[config.mk]
export PLATFORM = sky130hd
export DESIGN_NAME = cbs_div
export DESIGN_NICKNAME = d
export VERILOG_FILES = /design/src/cbs_shaper_parameter_calc_assert.svh /design/src/cbs_pkg.sv /design/src/cbs_div.sv
export SDC_FILE = /design/constraint.sdc
export NUM_CORES = 1
export LEC_CHECK = 0
export BUFFER_PORTS_ARGS = -buffer_cell sky130_fd_sc_hd__buf_2
export CORE_UTILIZATION = 50
export CTS_BUF_LIST = sky130_fd_sc_hd__clkbuf_8
export DETAILED_ROUTE_END_ITERATION = 10
export PLACE_DENSITY_LB_ADDON = 0.2
export SKIP_CTS_REPAIR_TIMING = 1
export SYNTH_ARGS = -nofsm -noshare
export SYNTH_HDL_FRONTEND = slang
export SYNTH_SLANG_ARGS = --single-unit
[constraint.sdc]
create_clock -name clk -period 3.2 [get_ports clk]
set_input_delay 0.32 -clock clk [delete_from_list [all_inputs] [get_ports clk]]
set_output_delay 0.32 -clock clk [all_outputs]
set_load 0.005 [all_outputs]
[src/cbs_shaper_parameter_calc_assert.svh]
// assertion macros for the shaper parameter calculator
`ifndef CBS_SHAPER_PARAMETER_CALC_ASSERT_SVH
`define CBS_SHAPER_PARAMETER_CALC_ASSERT_SVH
`ifndef NO_ASSERTIONS
`define CBS_ASSERT_IMPL(label, clk, rst_n, ante, cons) \
  label: assert property (@(posedge clk) disable iff (!rst_n) (ante) |-> (cons)) \
    else $error("assertion failed");
`define CBS_ASSERT_NEXT(label, clk, rst_n, ante, cons) \
  label: assert property (@(posedge clk) disable iff (!rst_n) (ante) |=> (cons)) \
    else $error("assertion failed");
`else
`define CBS_ASSERT_IMPL(label, clk, rst_n, ante, cons)
`define CBS_ASSERT_NEXT(label, clk, rst_n, ante, cons)
`endif
`endif

[src/cbs_pkg.sv]
`default_nettype none
package cbs_pkg;
  localparam int ADDR_W = 3;
  localparam logic [ADDR_W-1:0] ADDR_PORT_RATE = 3'd0;
  localparam logic [ADDR_W-1:0] ADDR_GEN_FRAME = 3'd4;
  localparam logic [30:0] PORT_RATE_RST = 31'd1000000;
  localparam logic [15:0] GEN_FRAME_RST = 16'd1522;
  localparam int DIV_W = 64;
  localparam int CNT_W = 7;

  typedef enum logic [3:0] {
    ST_IDLE, ST_LO_START, ST_LO_WAIT, ST_GQ_START, ST_GQ_WAIT, ST_MUL_H, ST_MUL_L,
    ST_HI, ST_T1_START, ST_T1_WAIT, ST_T2_START, ST_T2_WAIT, ST_UPD, ST_OUT
  } state_t;

  typedef struct packed {
    logic            start;
    logic [DIV_W-1:0] num;
    logic [31:0]     den;
  } div_req_t;

  typedef struct packed {
    logic            done;
    logic [DIV_W-1:0] quo;
  } div_rsp_t;
endpackage
`default_nettype wire

[src/cbs_div.sv]
`default_nettype none
module cbs_div (
  input  wire logic              clk,
  input  wire logic              rst_n,
  input  wire cbs_pkg::div_req_t req,
  output cbs_pkg::div_rsp_t      rsp
);
  import cbs_pkg::*;

  logic [DIV_W-1:0] quo_r, quo_nxt;
  logic [31:0]      rem_r, rem_nxt;
  logic [31:0]      den_r, den_nxt;
  logic [CNT_W-1:0] cnt_r, cnt_nxt;
  logic             busy_r, busy_nxt, done_r, done_nxt;
  logic [33:0]      trial;
  logic [32:0]      shifted;

  // restoring divider, one quotient bit a cycle
  always_comb begin
    quo_nxt  = quo_r;
    rem_nxt  = rem_r;
    den_nxt  = den_r;
    cnt_nxt  = cnt_r;
    busy_nxt = busy_r;
    done_nxt = 1'b0;
    shifted  = {rem_r[31:0], quo_r[DIV_W-1]};
    trial    = {1'b0, shifted} - {2'b00, den_r};
    if (req.start) begin
      quo_nxt  = req.num;
      rem_nxt  = '0;
      den_nxt  = req.den;
      cnt_nxt  = '0;
      busy_nxt = 1'b1;
    end else if (busy_r) begin
      if (!trial[33]) begin
        rem_nxt = trial[31:0];
        quo_nxt = {quo_r[DIV_W-2:0], 1'b1};
      end else begin
        rem_nxt = shifted[31:0];
        quo_nxt = {quo_r[DIV_W-2:0], 1'b0};
      end
      cnt_nxt = cnt_r + 1'b1;
      if (cnt_r == CNT_W'(DIV_W-1)) begin
        busy_nxt = 1'b0;
        done_nxt = 1'b1;
      end
    end
  end

  always_ff @(posedge clk) begin
    if (!rst_n) begin
      busy_r <= 1'b0;
      done_r <= 1'b0;
      cnt_r  <= '0;
    end else begin
      busy_r <= busy_nxt;
      done_r <= done_nxt;
      cnt_r  <= cnt_nxt;
    end
    quo_r <= quo_nxt;
    rem_r <= rem_nxt;
    den_r <= den_nxt;
  end

  assign rsp.done = done_r;
  assign rsp.quo  = quo_r;
endmodule
`default_nettype wire

==> results of run 1 <==
[cell type report]
class / instances / share of cell area [%]
sequential: 137 / 42.2
tap: 184 / 2.62
timing repair buffer: 176 / 10.9
clock inverter: 14 / 1.38
clock buffer: 18 / 2.82
multi-input combinational: 432 / 38.3
inverter: 41 / 1.75
[per-stage QoR]
step / cells / util, % / worst slack (ns) / hold slack (ns) / power (mW)
2_1_floorplan: 644 / - / 0.344 / 0.419 / 2.98
3_3_place_gp: 970 / 57.9 / 0.166 / 0.461 / 3.28
5_1_grt: 1002 / 60.6 / 0.00607 / 0.00729 / 4.86
3_5_place_dp: 970 / 57.9 / 0.0250 / 0.486 / 3.30
4_1_cts: 1002 / 60.5 / 0.00191 / 0.0111 / 4.64
6_report: 1002 / 60.6 / 0.252 / 0.0335 / 4.61
[per-layer routing]
metal / vias up / routed length, um / global-route usage [%]
li1: 2728 / - / -
met1: 2588 / 6850 / 26.6
met2: 193 / 7720 / 36.5
met3: 25 / 1250 / 7.84
met4: 0 / 313 / 9.49
met5: - / 0 / 0
[path summary, 6_finish.rpt]
path                              start                      to  slack, ns  depth (start not counted)
setup / recovery    quo_r[63]$_DFFE_PP_  rem_r[26]$_SDFFE_PP0P_       0.25                         13
setup reg to reg    quo_r[63]$_DFFE_PP_  rem_r[26]$_SDFFE_PP0P_       0.25                         13
hold reg to reg   cnt_r[6]$_SDFFE_PP0P_   cnt_r[6]$_SDFFE_PP0P_       0.50                          2
hold / removal                  req[30]     den_r[30]$_DFFE_PP_       0.03                          1
[flip-flops by register name, indices dropped and copies added, names as in the netlist]
signal / flops
quo_r: 64
den_r: 32
rem_r: 32
cnt_r: 7
busy_r: 1
done_r: 1
[worst reg2reg max path, delay by kind of cell, from the launching register on]
family	cells	cell delay [ns]
AO/OA/AOI/OAI	7	1.43
adder cells (fa/ha/maj)	2	0.53
flip-flops	1	0.41
AND/OR/NAND/NOR	1	0.17
XOR/XNOR	1	0.17
buffers and inverters	2	0.13
[power groups by stage]
| stage | combinational (mW) | sequential (mW) | clock, mW |
|---|---|---|---|
| 2_1_floorplan | 0.774 | 2.20 | 0 |
| 3_3_place_gp | 1.06 | 2.22 | 0 |
| 3_5_place_dp | 1.08 | 2.22 | 0 |
| 4_1_cts | 1.09 | 2.19 | 1.37 |
| 5_1_grt | 1.21 | 2.21 | 1.44 |
| 6_report | 1.10 | 2.18 | 1.34 |
[logic make-up (layout without fill, tap and decap cells)]
| logic type | Yosys count | count (layout) | share of synthesized area (%) |
|---|---|---|---|
| xor gates and xnor gates | 29 | 29 | 3.44 |
| and+or+nand+nor | 130 | 130 | 8.62 |
| DFF | 137 | 137 | 50.2 |
| buffers and inverters | 75 | 249 | 4.39 |
| AOI/OAI and AO/OA | 151 | 151 | 14.4 |
| adders and majority gates | 34 | 34 | 5.87 |
| muxes | 88 | 88 | 13.0 |
[Yosys cell counts, types with 11 or more instances]
library cell,instances,area share [%]
a211oi_1,25,2.5
a21o_1,22,2.2
a21oi_1,39,2.6
clkbuf_1,23,1.2
dfxtp_1,41,11
edfxtp_1,96,39
ha_1,33,5.6
inv_1,40,2.0
mux2_2,64,9.8
mux2i_1,24,3.3
nand2_1,34,1.7
nand4_1,11,0.93
nor2_1,43,2.2
o21ai_0,14,0.95
xnor2_1,14,1.7
xor2_1,15,1.8
==> run_results.csv, run 1 <==
group,metric,value,unit
cells_and_area,n_fill_cell,1224,
cells_and_area,final_common_cell,"buf_2",
grt,overflow,0,
die,ios,164,
grt,grt_pass1_wl,26.2,mm
cells_and_area,seqCellArea,0.00370,mm^2
pwr,clkPwrFrac,28.9,%
logic_synthesis,yosys.cell_types.count,61,
placed_design,hpwl,11.7,mm
clock_network,root_buffer,"clkbuf_8",
pwr,power_frac_seq,47.3,%
routing,drtPass1Iterations,7,
placed_design,place.gp.congestion,0.926,
routing,avgRoutedWirePerCell,16.1,um
logic_synthesis,ys_ff_latch,137,
routing,vias,5534,
hold_path,worst_hold_path_type,"in2reg",
cells_and_area,drive_above_1_share,35.5,%
clock_network,insertion_delay,0.46,ns
die,start_util,50.9,%
sta,hold_viol_final,0,
die,die_area,0.0152,mm^2
grt,grt_max_degree,65,
logic_synthesis,synthCells,644,
sta,final_max_slew_viol_count,0,
sta,fin_tns_setup,0,ns
logic_synthesis,syn_nets,777,
worst_setup_path,cp-end-kind,"flop",
logic_synthesis,yosysWarnings,0,
die,die_h,123,um
worst_setup_path,worst_path_max_delay_cell,"edfxtp_1",
pwr,p_switching,1.37,mW
sta,fin_crit,2.95,ns
sta,setup_viol,0,
pwr,internal_power,3.24,mW
run_status,status,"completed",
cells_and_area,nets,938,
clock_network,cts-buffers-inserted,17,
sta,rsz0062_at_grt,"false",
cells_and_area,syn2layout_area_growth,19.0,%
clock_network,cts_buffer_depth,2,
die,die_width,123,um
clock_network,cts.sinks,137,
routing,drc,0,
logic_synthesis,yosysSeqAreaShare,50.2,%
pwr,p_comb_share,23.7,%
routing,drtAntennaViolNets,0,
sta,fin_crit_sh,92.1,%
logic_synthesis,synth_flop_cell,"edfxtp_1",
worst_setup_path,critPathTopFamily,"compound AO/OA/AOI/OAI gates",
placed_design,portBuffers,163,
flow_run,drv_cap,0,
cells_and_area,multi_input_area,0.00336,mm^2
cells_and_area,antennaDiodeCount,0,
routing,drt_wl_total,16.1,mm
sta,relSlewSlack,54.0,%
sta,finalClockSkew,0.0197,ns
pwr,power_density,526,mW/mm^2
worst_setup_path,worstSetupPathType,"reg2reg",
sta,fmax,339,MHz
clock_network,h-tree-depth,4,
cells_and_area,final_cell_mix,"buf_2 (162), edfxtp_1 (96), mux2_2 (64)",
worst_setup_path,arrival,3.29,ns
pwr,peakVddDrop,381,uV
pwr,netSwitchingFraction,29.7,%
worst_setup_path,startpoint_type,"flop",
routing,first_iter_violations,338,
placed_design,post_dp_cell_area,0.00839,mm^2
logic_synthesis,ys_async_sr_fraction,0,%
die,core-area,0.0145,mm^2
cells_and_area,design_area,0.00878,mm^2
grt,grt_pass1_vias,5513,
worst_setup_path,cpPeakStageDelay,0.41,ns
routing,avgViaCountPerCell,5.52,
clock_network,cts.clk_slew.worst_paths,0.09,ns
worst_setup_path,cp.buffers_inverters,2,
grt,track_usage,22.3,%
sta,worst_pin_slew,0.689,ns
worst_setup_path,cp.required,3.54,ns
pwr,leakage,3.81,nW
clock_network,cts_tree,"yes",
worst_setup_path,crit_path_max_fanout,4,
die,row_count,44,
grt,grt_antenna_before_repair,0,
logic_synthesis,syn_area,0.00737,mm^2
worst_setup_path,path_cells,"inv_1, ha_1, inv_1, fa_2, a21oi_2, o211ai_1, o2111a_1, o31ai_4, nand4_1, a21oi_2, o21ai_0, xor2_1, a211o_1",
logic_synthesis,synth_edf_count,96,
logic_synthesis,syn_avg_cell_area,11.4,um^2
Note: power is estimated with default switching activity, not from simulation.
==> run 2, diff against run 1 <==
Settings changed: CTS_CLUSTER_DIAMETER set to 200.
Clock period 3.2 ns to 2.8 ns, I/O delays scaled along.
==> run 2 against run 1 <==
Compared with the run above:
- non-clock buffer count up 51
- die area stayed put
- first-iteration DRC count fell by 9.5%
- highest routed layer unchanged
==> run_results.csv, run 2 (synthesis gave the netlist of run 1 again) <==
group,metric,value,unit
run_status,status,"completed",
cells_and_area,reg.largest.list,"quo_r x64, den_r x32, rem_r x32",
sta,relSlewSlack,43.0,%
grt,overflow,0,
worst_setup_path,rr_startpoint,"quo_r[63]$_DFFE_PP_",
placed_design,hpwl,11.8,mm
clock_network,insertion_delay,0.45,ns
worst_setup_path,startpoint_type,"flop",
worst_setup_path,critPathTopFamily,"compound AO/OA/AOI/OAI gates",
worst_setup_path,cp-end-kind,"flop",
hold_path,worst_hold_path_type,"in2reg",
placed_design,dpl.cell_count,988,
worst_setup_path,r2r_end,"rem_r[30]$_SDFFE_PP0P_",
grt,grt_pass1_vias,5490,
clock_network,cts-buffers-inserted,17,
worst_setup_path,worst_path_max_delay_cell,"edfxtp_1",
pwr,leakage,4.05,nW
placed_design,portBuffers,163,
die,start_util,50.9,%
cells_and_area,final_core_util,64.4,%
sta,final_max_slew_viol_count,0,
routing,avgViaCountPerCell,5.44,
grt,track_usage,22.2,%
sta,fin_crit,2.80,ns
worst_setup_path,reg2reg_setup_slack,0.002,ns
cells_and_area,design_area,0.00933,mm^2
grt,grt_max_degree,75,
clock_network,h-tree-depth,4,
clock_network,cts.sinks,137,
worst_setup_path,arrival,3.09,ns
sta,finalClockSkew,0.0193,ns
die,die_width,123,um
cells_and_area,multi_input_area,0.00347,mm^2
grt,grt_antenna_before_repair,0,
routing,drtPass1Iterations,5,
clock_network,cts_buffer_depth,2,
sta,whs,0.0205,ns
cells_and_area,seqCellArea,0.00370,mm^2
clock_network,cts.clk_slew.worst_paths,0.08,ns
hold_path,hp-start,"req[0]",
cells_and_area,final_cell_mix,"buf_2 (162), edfxtp_1 (96), mux2_2 (64)",
hold_path,hold_depth,1,
worst_setup_path,crit_start,"quo_r[63]$_DFFE_PP_",
die,row_count,44,
die,die_h,123,um
cells_and_area,antennaDiodeCount,0,
grt,grt_pass1_wl,26.1,mm
pwr,peakVddDrop,391,uV
clock_network,root_buffer,"clkbuf_8",
sta,fin_crit_sh,99.9,%
cells_and_area,n_fill_cell,1175,
cells_and_area,largest_register_ffs,64,
pwr,finalPower,5.37,mW
cells_and_area,syn2layout_area_growth,26.6,%
cells_and_area,final_common_cell,"buf_2",
sta,fmax,357,MHz
routing,avgRoutedWirePerCell,15.5,um
placed_design,post_dp_cell_area,0.00853,mm^2
cells_and_area,drive_above_1_share,37.6,%
worst_setup_path,cpPeakStageDelay,0.39,ns
worst_setup_path,cp.required,3.09,ns
cells_and_area,nets,989,
worst_setup_path,crit_path_max_fanout,4,
routing,first_iter_violations,306,
die,ios,164,
worst_setup_path,cp.buffers_inverters,2,
routing,vias,5729,
routing,drc,0,
worst_setup_path,reg2reg_depth,13,
hold_path,hold_end,"den_r[0]$_DFFE_PP_",
sta,rsz0062_at_grt,"true",
die,core-area,0.0145,mm^2
pwr,power_density,576,mW/mm^2
placed_design,place.gp.congestion,0.886,
routing,drt_wl_total,16.3,mm
cells_and_area,final_cells,1053,
sta,setup_viol,0,
flow_run,drv_cap,0,
routing,drtAntennaViolNets,0,
cells_and_area,top_register,"quo_r",
clock_network,cts_tree,"yes",
sta,worst_pin_slew,0.856,ns
die,die_area,0.0152,mm^2
worst_setup_path,path_cells,"inv_1, ha_2, inv_2, fa_2, a21oi_2, o211ai_1, o2111a_2, o31ai_4, nand4_1, a21oi_2, a311oi_1, o31ai_1, a311oi_1",
sta,hold_viol_final,0,
worst_setup_path,worstSetupPathType,"reg2reg",
## run 2: cell count changes in the layout (fill, tap and decap cells not counted), moves of 2 or more
cell and change:
o21ai_2 +2, o21ai_0 -2, ha_1 -3, inv_1 +2
a31oi_1 -3, a21oi_2 +2, buf_4 +20, ha_2 +2
dlygate4sd3_1 +31, a31oi_2 +2, a21oi_1 -2
## run 2: routing by layer
layer  GRT usage [%]  vias up  routed length (um)  part of all wire, %
li1                -     2817                   -                    -
met1            26.7     2717                7080                   43
met2            36.6      170                7910                   48
met3            8.44       25                1100                  6.7
met4            6.85        0                 228                  1.4
met5               0        -                   0                    0
## run 2: area by class of cell
class / instances / share of cell area, %
flip-flops and latches: 137 / 39.7
multi-input cells: 432 / 37.2
repair buffers: 227 / 15.2
clock buffers: 18 / 2.65
well taps: 184 / 2.47
inverters: 41 / 1.65
clock inverters: 14 / 1.19
## run 2: worst max-delay path by stage
stage | end | cells after the start
floorplan | rem_r[26]$_SDFFE_PP0P_ | 13
global placement | rem_r[26]$_SDFFE_PP0P_ | 13
detailed placement | rem_r[22]$_SDFFE_PP0P_ | 14
CTS | rem_r[26]$_SDFFE_PP0P_ | 13
global route | rem_r[30]$_SDFFE_PP0P_ | 13
finish | rem_r[30]$_SDFFE_PP0P_ | 13
## run 2: report_power, final
group          switching (mW)  internal [mW]
clock network           0.778          0.714
logic                   0.704          0.687
registers               0.106           2.39
## run 2: worst register-to-register path, stage by stage (launching register included)
cell and delay, ns:
edfxtp_1 0.39, inv_1 0.07, ha_2 0.18, inv_2 0.04
fa_2 0.38, a21oi_2 0.15, o211ai_1 0.09, o2111a_2 0.16
o31ai_4 0.24, nand4_1 0.18, a21oi_2 0.26, a311oi_1 0.13
o31ai_1 0.25, a311oi_1 0.12
## run 2: per-stage QoR
stage	setup slack [ns]	setup TNS, ns
after floorplan	0.00582	0
after global placement	-0.101	-0.298
after detailed placement	-0.175	-0.650
after CTS	-0.211	-0.885
after global routing	-0.208	-0.682
final	0.00153	0
